`src/design/edfp_pkg.sv`:
```
// edfp_pkg: shared types and frame constants for the escape detector / frame packer
// no dependencies; imported by escape_detect_frame_packer, edfp_result_checker and tb_escape_detect_frame_packer

package edfp_pkg;

   // frame layout
   localparam int FRAME_BYTES  = 127;
   localparam int HEADER_BYTES = 12;
   localparam int CRC_BYTES    = 2;

   localparam logic [6:0] HEADER_POS  = 7'(HEADER_BYTES);
   localparam logic [6:0] CRC_LEN     = 7'(CRC_BYTES);
   localparam logic [7:0] SEND_LIMIT  = 8'(FRAME_BYTES - CRC_BYTES);
   localparam logic [7:0] PLUS_CHAR   = 8'h2B;
   localparam logic [1:0] PLUS_ESCAPE = 2'd3;

   // reset values of the csr registers
   localparam logic [7:0] GUARD_TICKS_RST = 8'd255;
   localparam logic [6:0] FLUSH_TICKS_RST = 7'd100;

   // csr register indexes
   localparam logic [1:0] CSR_GUARD_TICKS = 2'd0;
   localparam logic [1:0] CSR_FLUSH_TICKS = 2'd1;

   typedef enum logic [1:0] {
      ACT_BYTE = 2'd0,
      ACT_POLL = 2'd1,
      ACT_TICK = 2'd2
   } action_type;

   typedef enum logic [1:0] {
      KIND_WRITE  = 2'd0,
      KIND_SEND   = 2'd1,
      KIND_CONFIG = 2'd2,
      KIND_DONE   = 2'd3
   } kind_type;

   typedef enum logic [1:0] {
      MODE_DATA   = 2'd0,
      MODE_GUARD  = 2'd1,
      MODE_PLUS   = 2'd2,
      MODE_CONFIG = 2'd3
   } mode_type;

endpackage

```
`src/design/escape_detect_frame_packer.sv`:
```
// escape_detect_frame_packer: escape guard-time detector and radio frame packer
// depends on edfp_pkg
//
//   channel | direction | handshake           | payload
//   req     | in        | req_valid/req_stall | req_action, req_data_byte
//   rsp     | out       | rsp_valid/rsp_stall | rsp_kind, rsp_position, rsp_data,
//           |           |                     | rsp_sequence_res, rsp_mode, rsp_last
//   csr     | in        | csr_valid/csr_ready | csr_index, csr_wdata
//
// A transaction on req is evaluated in the cycle it is accepted; the step's
// result list is held in a result descriptor register and leaves one result per cycle.
// Each input yields its result items in turn; the next req transaction is
// accepted in the same cycle the step-done result is taken, so single-result steps
// run back to back. Synchronous active-high reset; csr_ready is always high.
// rsp_stall holds the current result and, on the final result, stalls req as well.

module escape_detect_frame_packer
   import edfp_pkg::*;
(
   input  logic       clock,
   input  logic       reset,
   // input channel
   input  logic       req_valid,
   output logic       req_stall,
   input  logic [1:0] req_action,
   input  logic [7:0] req_data_byte,
   // result channel
   output logic       rsp_valid,
   input  logic       rsp_stall,
   output logic [1:0] rsp_kind,
   output logic [6:0] rsp_position,
   output logic [7:0] rsp_data,
   output logic [7:0] rsp_sequence_res,
   output logic [1:0] rsp_mode,
   output logic       rsp_last,
   // configuration
   input  logic       csr_valid,
   output logic       csr_ready,
   input  logic [1:0] csr_index,
   input  logic [7:0] csr_wdata
);

   // configuration registers
   logic [7:0] guard_ticks_ff;
   logic [6:0] flush_ticks_ff;

   // detector and packer state
   mode_type   mode_ff, mode_in;
   logic [7:0] guard_ff, guard_in;
   logic [6:0] flush_ff, flush_in;
   logic [1:0] plus_ff, plus_in;
   logic [6:0] fill_ff, fill_in;
   logic [7:0] seq_ff, seq_in;

   // result descriptor
   logic       busy_ff;
   logic       cfg_pend_ff, send_pend_ff, byte_pend_ff;
   logic [1:0] plus_left_ff;
   logic [6:0] wpos_ff;
   mode_type   rmode_ff;
   logic [6:0] send_pos_ff, send_pos_in;
   logic [7:0] byte_ff;

   // step evaluation
   logic       have, is_plus, step_act;
   logic       cfg_hit, send_hit, byte_wr;
   logic [6:0] fill_a, fill_b;
   logic [7:0] fill_sum;
   logic [1:0] nplus;

   // handshake
   logic       accept, take, done_take;
   kind_type   kind_sel;

   assign have     = (req_action == ACT_BYTE);
   assign is_plus  = have && (req_data_byte == PLUS_CHAR);
   assign step_act = (req_action == ACT_BYTE) || (req_action == ACT_POLL);

   // next escape mode
   always_comb begin
      mode_in = mode_ff;
      if (step_act) begin
         case (mode_ff)
            MODE_DATA: begin
               if (!have) mode_in = MODE_GUARD;
            end
            MODE_GUARD: begin
               if (have) mode_in = MODE_DATA;
               else if (guard_ff == 8'd0)
                  mode_in = (plus_ff == PLUS_ESCAPE) ? MODE_CONFIG : MODE_PLUS;
            end
            MODE_PLUS: begin
               if (is_plus) begin
                  if (plus_ff == 2'(PLUS_ESCAPE - 2'd1)) mode_in = MODE_GUARD;
               end else if (have) begin
                  mode_in = MODE_DATA;
               end
            end
            MODE_CONFIG: mode_in = MODE_DATA;
            default:     mode_in = MODE_DATA;
         endcase
      end
   end

   // counters, send decision and write plan for one step
   always_comb begin
      guard_in    = guard_ff;
      flush_in    = flush_ff;
      plus_in     = plus_ff;
      seq_in      = seq_ff;
      fill_in     = fill_ff;
      fill_a      = fill_ff;
      fill_b      = fill_ff;
      fill_sum    = 8'd0;
      cfg_hit     = 1'b0;
      send_hit    = 1'b0;
      send_pos_in = 7'd0;
      nplus       = 2'd0;
      byte_wr     = 1'b0;
      if (req_action == ACT_TICK) begin
         if (guard_ff != 8'd0) guard_in = guard_ff - 8'd1;
         if (flush_ff != 7'd0) flush_in = flush_ff - 7'd1;
      end else if (step_act) begin
         case (mode_ff)
            MODE_DATA: begin
               if (!have) guard_in = guard_ticks_ff;
            end
            MODE_GUARD: begin
               if (have) guard_in = 8'd0;
               else if (guard_ff == 8'd0) plus_in = 2'd0;
            end
            MODE_PLUS: begin
               if (is_plus) begin
                  plus_in = plus_ff + 2'd1;
                  // third plus restarts the trailing guard time
                  if (plus_ff == 2'(PLUS_ESCAPE - 2'd1)) guard_in = guard_ticks_ff;
               end
            end
            MODE_CONFIG: begin
               cfg_hit = 1'b1;
               fill_a  = HEADER_POS;
            end
            default: ;
         endcase
         fill_b = fill_a;
         // full frame or flush timeout
         if (mode_in != MODE_CONFIG) begin
            fill_sum = {1'b0, fill_a} + {6'd0, plus_in};
            if ((fill_sum >= SEND_LIMIT) || ((flush_ff == 7'd0) && (fill_a > HEADER_POS))) begin
               send_hit    = 1'b1;
               seq_in      = seq_ff + 8'd1;
               send_pos_in = fill_a + CRC_LEN;
               flush_in    = flush_ticks_ff;
               fill_b      = HEADER_POS;
            end
         end
         // held-back pluses then the byte itself
         if (mode_in == MODE_DATA) begin
            nplus   = plus_in;
            plus_in = 2'd0;
            byte_wr = have;
            fill_in = fill_b + {5'd0, nplus} + {6'd0, have};
         end else begin
            fill_in = fill_b;
         end
      end
   end

   // current result: configure, send, pluses, byte, then step done
   always_comb begin
      kind_sel         = KIND_DONE;
      rsp_position     = 7'd0;
      rsp_data         = 8'd0;
      rsp_sequence_res = 8'd0;
      rsp_last         = 1'b0;
      if (cfg_pend_ff) begin
         kind_sel = KIND_CONFIG;
      end else if (send_pend_ff) begin
         kind_sel         = KIND_SEND;
         rsp_position     = send_pos_ff;
         rsp_sequence_res = seq_ff;
      end else if (plus_left_ff != 2'd0) begin
         kind_sel     = KIND_WRITE;
         rsp_position = wpos_ff;
         rsp_data     = PLUS_CHAR;
      end else if (byte_pend_ff) begin
         kind_sel     = KIND_WRITE;
         rsp_position = wpos_ff;
         rsp_data     = byte_ff;
      end else begin
         rsp_last = 1'b1;
      end
   end

   assign rsp_kind  = kind_sel;
   assign rsp_mode  = rmode_ff;
   assign rsp_valid = busy_ff;
   assign csr_ready = 1'b1;

   assign take      = busy_ff && !rsp_stall;
   assign done_take = take && rsp_last;
   assign req_stall = busy_ff && !done_take;
   assign accept    = req_valid && !req_stall;

   // configuration writes
   always_ff @(posedge clock) begin
      if (reset) begin
         guard_ticks_ff <= GUARD_TICKS_RST;
         flush_ticks_ff <= FLUSH_TICKS_RST;
      end else if (csr_valid && csr_ready) begin
         if (csr_index == CSR_GUARD_TICKS) guard_ticks_ff <= csr_wdata;
         if (csr_index == CSR_FLUSH_TICKS) flush_ticks_ff <= csr_wdata[6:0];
      end
   end

   // detector state, updated once per accepted transaction
   always_ff @(posedge clock) begin
      if (reset) begin
         mode_ff  <= MODE_DATA;
         guard_ff <= 8'd0;
         flush_ff <= 7'd0;
         plus_ff  <= 2'd0;
         fill_ff  <= HEADER_POS;
         seq_ff   <= 8'd0;
      end else if (accept) begin
         mode_ff  <= mode_in;
         guard_ff <= guard_in;
         flush_ff <= flush_in;
         plus_ff  <= plus_in;
         fill_ff  <= fill_in;
         seq_ff   <= seq_in;
      end
   end

   // descriptor control: load on accept, retire one result per taken transaction
   always_ff @(posedge clock) begin
      if (reset) begin
         busy_ff      <= 1'b0;
         cfg_pend_ff  <= 1'b0;
         send_pend_ff <= 1'b0;
         plus_left_ff <= 2'd0;
         byte_pend_ff <= 1'b0;
         wpos_ff      <= HEADER_POS;
         rmode_ff     <= MODE_DATA;
      end else if (accept) begin
         busy_ff      <= 1'b1;
         cfg_pend_ff  <= cfg_hit;
         send_pend_ff <= send_hit;
         plus_left_ff <= nplus;
         byte_pend_ff <= byte_wr;
         wpos_ff      <= fill_b;
         rmode_ff     <= mode_in;
      end else if (take) begin
         if (cfg_pend_ff) begin
            cfg_pend_ff <= 1'b0;
         end else if (send_pend_ff) begin
            send_pend_ff <= 1'b0;
         end else if (plus_left_ff != 2'd0) begin
            plus_left_ff <= plus_left_ff - 2'd1;
            wpos_ff      <= wpos_ff + 7'd1;
         end else if (byte_pend_ff) begin
            byte_pend_ff <= 1'b0;
            wpos_ff      <= wpos_ff + 7'd1;
         end else begin
            busy_ff <= 1'b0;
         end
      end
   end

   // descriptor payload
   always_ff @(posedge clock) begin
      if (accept) begin
         send_pos_ff <= send_pos_in;
         byte_ff     <= req_data_byte;
      end
   end

`ifndef SYNTHESIS
   // an accepted transaction always has results waiting next cycle
   assert property (@(posedge clock) disable iff (reset)
      (req_valid && !req_stall) |=> rsp_valid)
      else $error("accepted transaction left no result");

   // fill index stays inside the payload area
   assert property (@(posedge clock) disable iff (reset)
      (fill_ff >= HEADER_POS) && ({1'b0, fill_ff} <= SEND_LIMIT))
      else $error("fill index out of frame");

   // held-back pluses exist only while the escape is being tracked
   assert property (@(posedge clock) disable iff (reset)
      (plus_ff != 2'd0) |-> ((mode_ff == MODE_GUARD) || (mode_ff == MODE_PLUS)))
      else $error("plus count outside escape tracking");
`endif

endmodule

```
`config.mk`:
```
export PLATFORM = sky130hd
export DESIGN_NAME = escape_detect_frame_packer
export DESIGN_NICKNAME = d
export VERILOG_FILES = /design/src/design/edfp_pkg.sv /design/src/design/escape_detect_frame_packer.sv
export SDC_FILE = /design/constraint.sdc
export NUM_CORES = 1
export LEC_CHECK = 0
export ABC_AREA = 1
export BUFFER_PORTS_ARGS = -buffer_cell sky130_fd_sc_hd__buf_2
export CAP_MARGIN = 10
export CELL_PAD_IN_SITES_DETAIL_PLACEMENT = 0
export CELL_PAD_IN_SITES_GLOBAL_PLACEMENT = 1
export CORE_MARGIN = 5
export CORE_UTILIZATION = 30
export DETAILED_ROUTE_END_ITERATION = 12
export GPL_TIMING_DRIVEN = 0
export PLACE_DENSITY_LB_ADDON = 0.1
export SKIP_CTS_REPAIR_TIMING = 1
export SYNTH_ARGS = -nofsm -noshare
export SYNTH_HDL_FRONTEND = slang
export SYNTH_SLANG_ARGS = --single-unit
```
`constraint.sdc`:
```
create_clock -name clock -period 5.5 [get_ports clock]
set_input_delay 1.1 -clock clock [delete_from_list [all_inputs] [get_ports clock]]
set_output_delay 1.1 -clock clock [all_outputs]
set_load 0.02 [all_outputs]
```
==> results.md <==
* Max clock buf depth at 2
* Number of synthesized flops with an enable pin at 15
* TritonCTS clock tree: built
* Area grow syn2layout at 18.8%
* Fin Hold WS at 0.455 ns
* Hold path start: flush_ticks_ff[0]$_SDFFE_PP0P_
* Final nets at 777
* Mapped cell area at 4750 sq um
* DR iter-0 viols at 141
* Vias in the first global route at 4361
* Least-Margin Pin Slew at 0.713 ns
* Final Power at 1.73 mW
* Reg-to-reg setup timing slack at 1.12 ns
* Synthesized instance count at 668
* Residual DRC at 0
* Core Rows at 46
* WP data required at 5.75 ns
* ANT cells at 0
* # setup viols final at 0
* Sequential power share at 37.0%
* Max cap viols at 0
* R2r endpoint: fill_ff[6]$_SDFFE_PP0P_
* Worst skew pair latency at 0.35 ns
* Most frequent cells after synthesis: nand2_1 (133), inv_1 (79), nor2_1 (70)
* Status: completed
* Most common cell in the netlist: nand2_1
* Syn Nets at 713
* H-tree depth at 3
* Final-report hold violation count at 0
* Cell taking the most area after synthesis: dfxtp_1
* Crit path capture type: flop
* Crit path DAT at 5.05 ns
* Detailed-router iteration count before antenna repair at 4
* Post-synthesis sequential area ratio at 35.6%
* CTS Sinks at 77
* # IOs at 56
* Largest net degree at the start of global routing at 25
* Vias/cell at 4.70
* CP startpoint kind: input port
* Seq cells post-synth at 77
* Cell Count, Final, Fillers Out at 953
* Utilization after layout at 35.9%
* Clock-pin slew on the worst setup and hold paths at 0.07 ns
* Launching point of the worst reg2reg path: guard_ff[0]$_SDFFE_PP0P_
* Post-DP HPWL at 11.2 mm
* Final Max Slew Viols at 0
* Crit path to: fill_ff[6]$_SDFFE_PP0P_
* Net Sw Frac at 31.6%
* Layout cell share with drive strength beyond 1 at 17.4%
* Via count at 4480
* Pwr Density at 307 nW/um^2
* Netlist cell types at 44
* Die H at 136 um
* Comb power frac at 22.4%
* CP startpoint: req_data_byte[4]
* Setup TNS at 0 ns
* WL final at 14.4 mm
* Switching power at 0.549 mW
* Synth Area per Inst at 7.12 sq um
* Max frequency at 208 MHz
* Count of input and output buffers at 52
* Fin crit period at 4.80 ns
* Layout Skew at 0.00700 ns
* Yosys top cell area share at 26.1%
* Final Cycle Share at 87.3%
* Core Box Area at 15700 sq um
* First-pass GRT wire length at 23.0 mm
* Primary FF master, synth: dfxtp_1
* RSZ-0062 raised after global routing: no
* Die ar. at 18500 sq um
* Die Wd at 136 um
* Worst slew margin at 52.4%
* Ys async rst share at 0%
* Peak VDD IR at 175 uV
* Hold WC Path Type: flop to flop
* GPL Wtd Cong at 0.889
* Clk pwr share at 40.6%
* Root Buffer: clkbuf_16
* YS warnings at 0
* Critical path peak fanout at 4
* R2R cell count at 29
* Final ANT Viol Nets at 0
* Grt ovf at 0
* Pleak at 2.46 nW
* Ranking of synthesized cells by area: dfxtp_1 (26%), nand2_1 (10%), edfxtp_1 (9.5%)
* Avg WL per Cell at 15.1 um
* Post-Place Cells at 936
* Total CTS buffers at 9
* Initial antenna violation count at 0
* P_int at 1.19 mW
* Setup Crit Path Kind: input port to flop
* GRT Util Overall at 16.1%
* Initial core utilization at 30.3%
==> power groups by stage <==
stage | Clock [mW] | Sequential [mW] | Combinational (mW)
after floorplan | 0 | 0.647 | 0.283
after global placement | 0 | 0.654 | 0.388
after detailed placement | 0 | 0.655 | 0.389
after CTS | 0.724 | 0.643 | 0.391
after global routing | 0.751 | 0.646 | 0.438
final | 0.705 | 0.642 | 0.388
==> sequential cells by signal, summed over array words and instances, names as in the netlist <==
| register | count |
|---|---|
| seq_ff | 8 |
| plus_ff | 2 |
| rsp_mode | 2 |
| byte_ff | 8 |
| plus_left_ff | 2 |
| guard_ticks_ff | 8 |
| send_pos_ff | 7 |
| wpos_ff | 7 |
| send_pend_ff | 1 |
| byte_pend_ff | 1 |
| flush_ticks_ff | 7 |
| flush_ff | 7 |
| guard_ff | 8 |
| rsp_valid | 1 |
| fill_ff | 7 |
| cfg_pend_ff | 1 |
==> stage by stage <==
step | setup WS (ns) | instance area [sq um]
detailed placement | 0.332 | 5290
global route | 0.326 | 5650
finish | 0.698 | 5650
global placement | 0.389 | 5290
floorplan | 0.957 | 4750
CTS | 0.713 | 5630
==> layout by cell type, fill, tap and decap left out, types with 23 or more instances in the layout <==
| cell type | netlist | final |
|---|---|---|
| buf_2 | 1 | 53 |
| a21oi_1 | 63 | 63 |
| o21ai_1 | 23 | 23 |
| nand3_1 | 42 | 42 |
| nor2_1 | 70 | 70 |
| o21ai_0 | 30 | 30 |
| inv_1 | 79 | 79 |
| dfxtp_1 | 62 | 62 |
| nand2_1 | 133 | 133 |
==> per-layer routing <==
| layer | part of all wire, % | vias up | GRT usage [%] |
|---|---|---|---|
| li1 | - | 2325 | - |
| met4 | 1.3 | 0 | 4.87 |
| met3 | 4.8 | 16 | 3.37 |
| met2 | 46 | 81 | 26.3 |
| met1 | 48 | 2058 | 21.5 |
| met5 | 0 | - | 0 |
==> kinds of logic after synthesis <==
group / share of synthesized area, %
simple gates: 28.4
fa+ha+maj: 5.74
xor+xnor: 2.39
compound gates: 17.9
buf+inv: 9.87
flops: 35.6
other cells: 0.0789
==> worst max-delay path, stage by stage <==
cell and delay, ns:
buf_2 0.11, inv_1 0.04, nand2_1 0.04, nor2_1 0.11
nand2_1 0.18, nor2_1 0.14, nand3_1 0.10, o22ai_1 0.44
inv_1 0.15, fa_1 0.48, a21oi_1 0.15, nand2_1 0.06
nor2_1 0.08, nand3_1 0.13, nand2_1 0.11, nor2_2 0.07
nor2_8 0.15, nor2_4 0.05, fa_1 0.41, fa_1 0.43
inv_1 0.09, nor2_2 0.05, nand2_1 0.09, nor2_1 0.06
nand3_1 0.07, nand3_1 0.07, nand2_1 0.06, inv_1 0.03
==> layout make-up <==
cell class	count	area, sq um
Multi-Input combinational cell	475	2590
Clock buffer	9	225
Sequential cell	77	1690
Fill cell	1721	10100
Buffer	19	103
Inverter	97	367
Timing Repair Buffer	53	275
Clock inverter	7	121
Tap cell	216	270
==> how the worst min path moves through the flow <==
| stage | end | slack, ns | cells after the start |
|---|---|---|---|
| after floorplan | flush_ticks_ff[0]$_SDFFE_PP0P_ | 0.42 | 2 |
| after global placement | flush_ticks_ff[0]$_SDFFE_PP0P_ | 0.44 | 2 |
| after detailed placement | flush_ticks_ff[0]$_SDFFE_PP0P_ | 0.45 | 2 |
| after CTS | flush_ticks_ff[0]$_SDFFE_PP0P_ | 0.46 | 2 |
| after global routing | guard_ticks_ff[0]$_SDFFE_PP1P_ | 0.50 | 2 |
| final | flush_ticks_ff[0]$_SDFFE_PP0P_ | 0.46 | 2 |
Power figures use the tool's default switching activity.
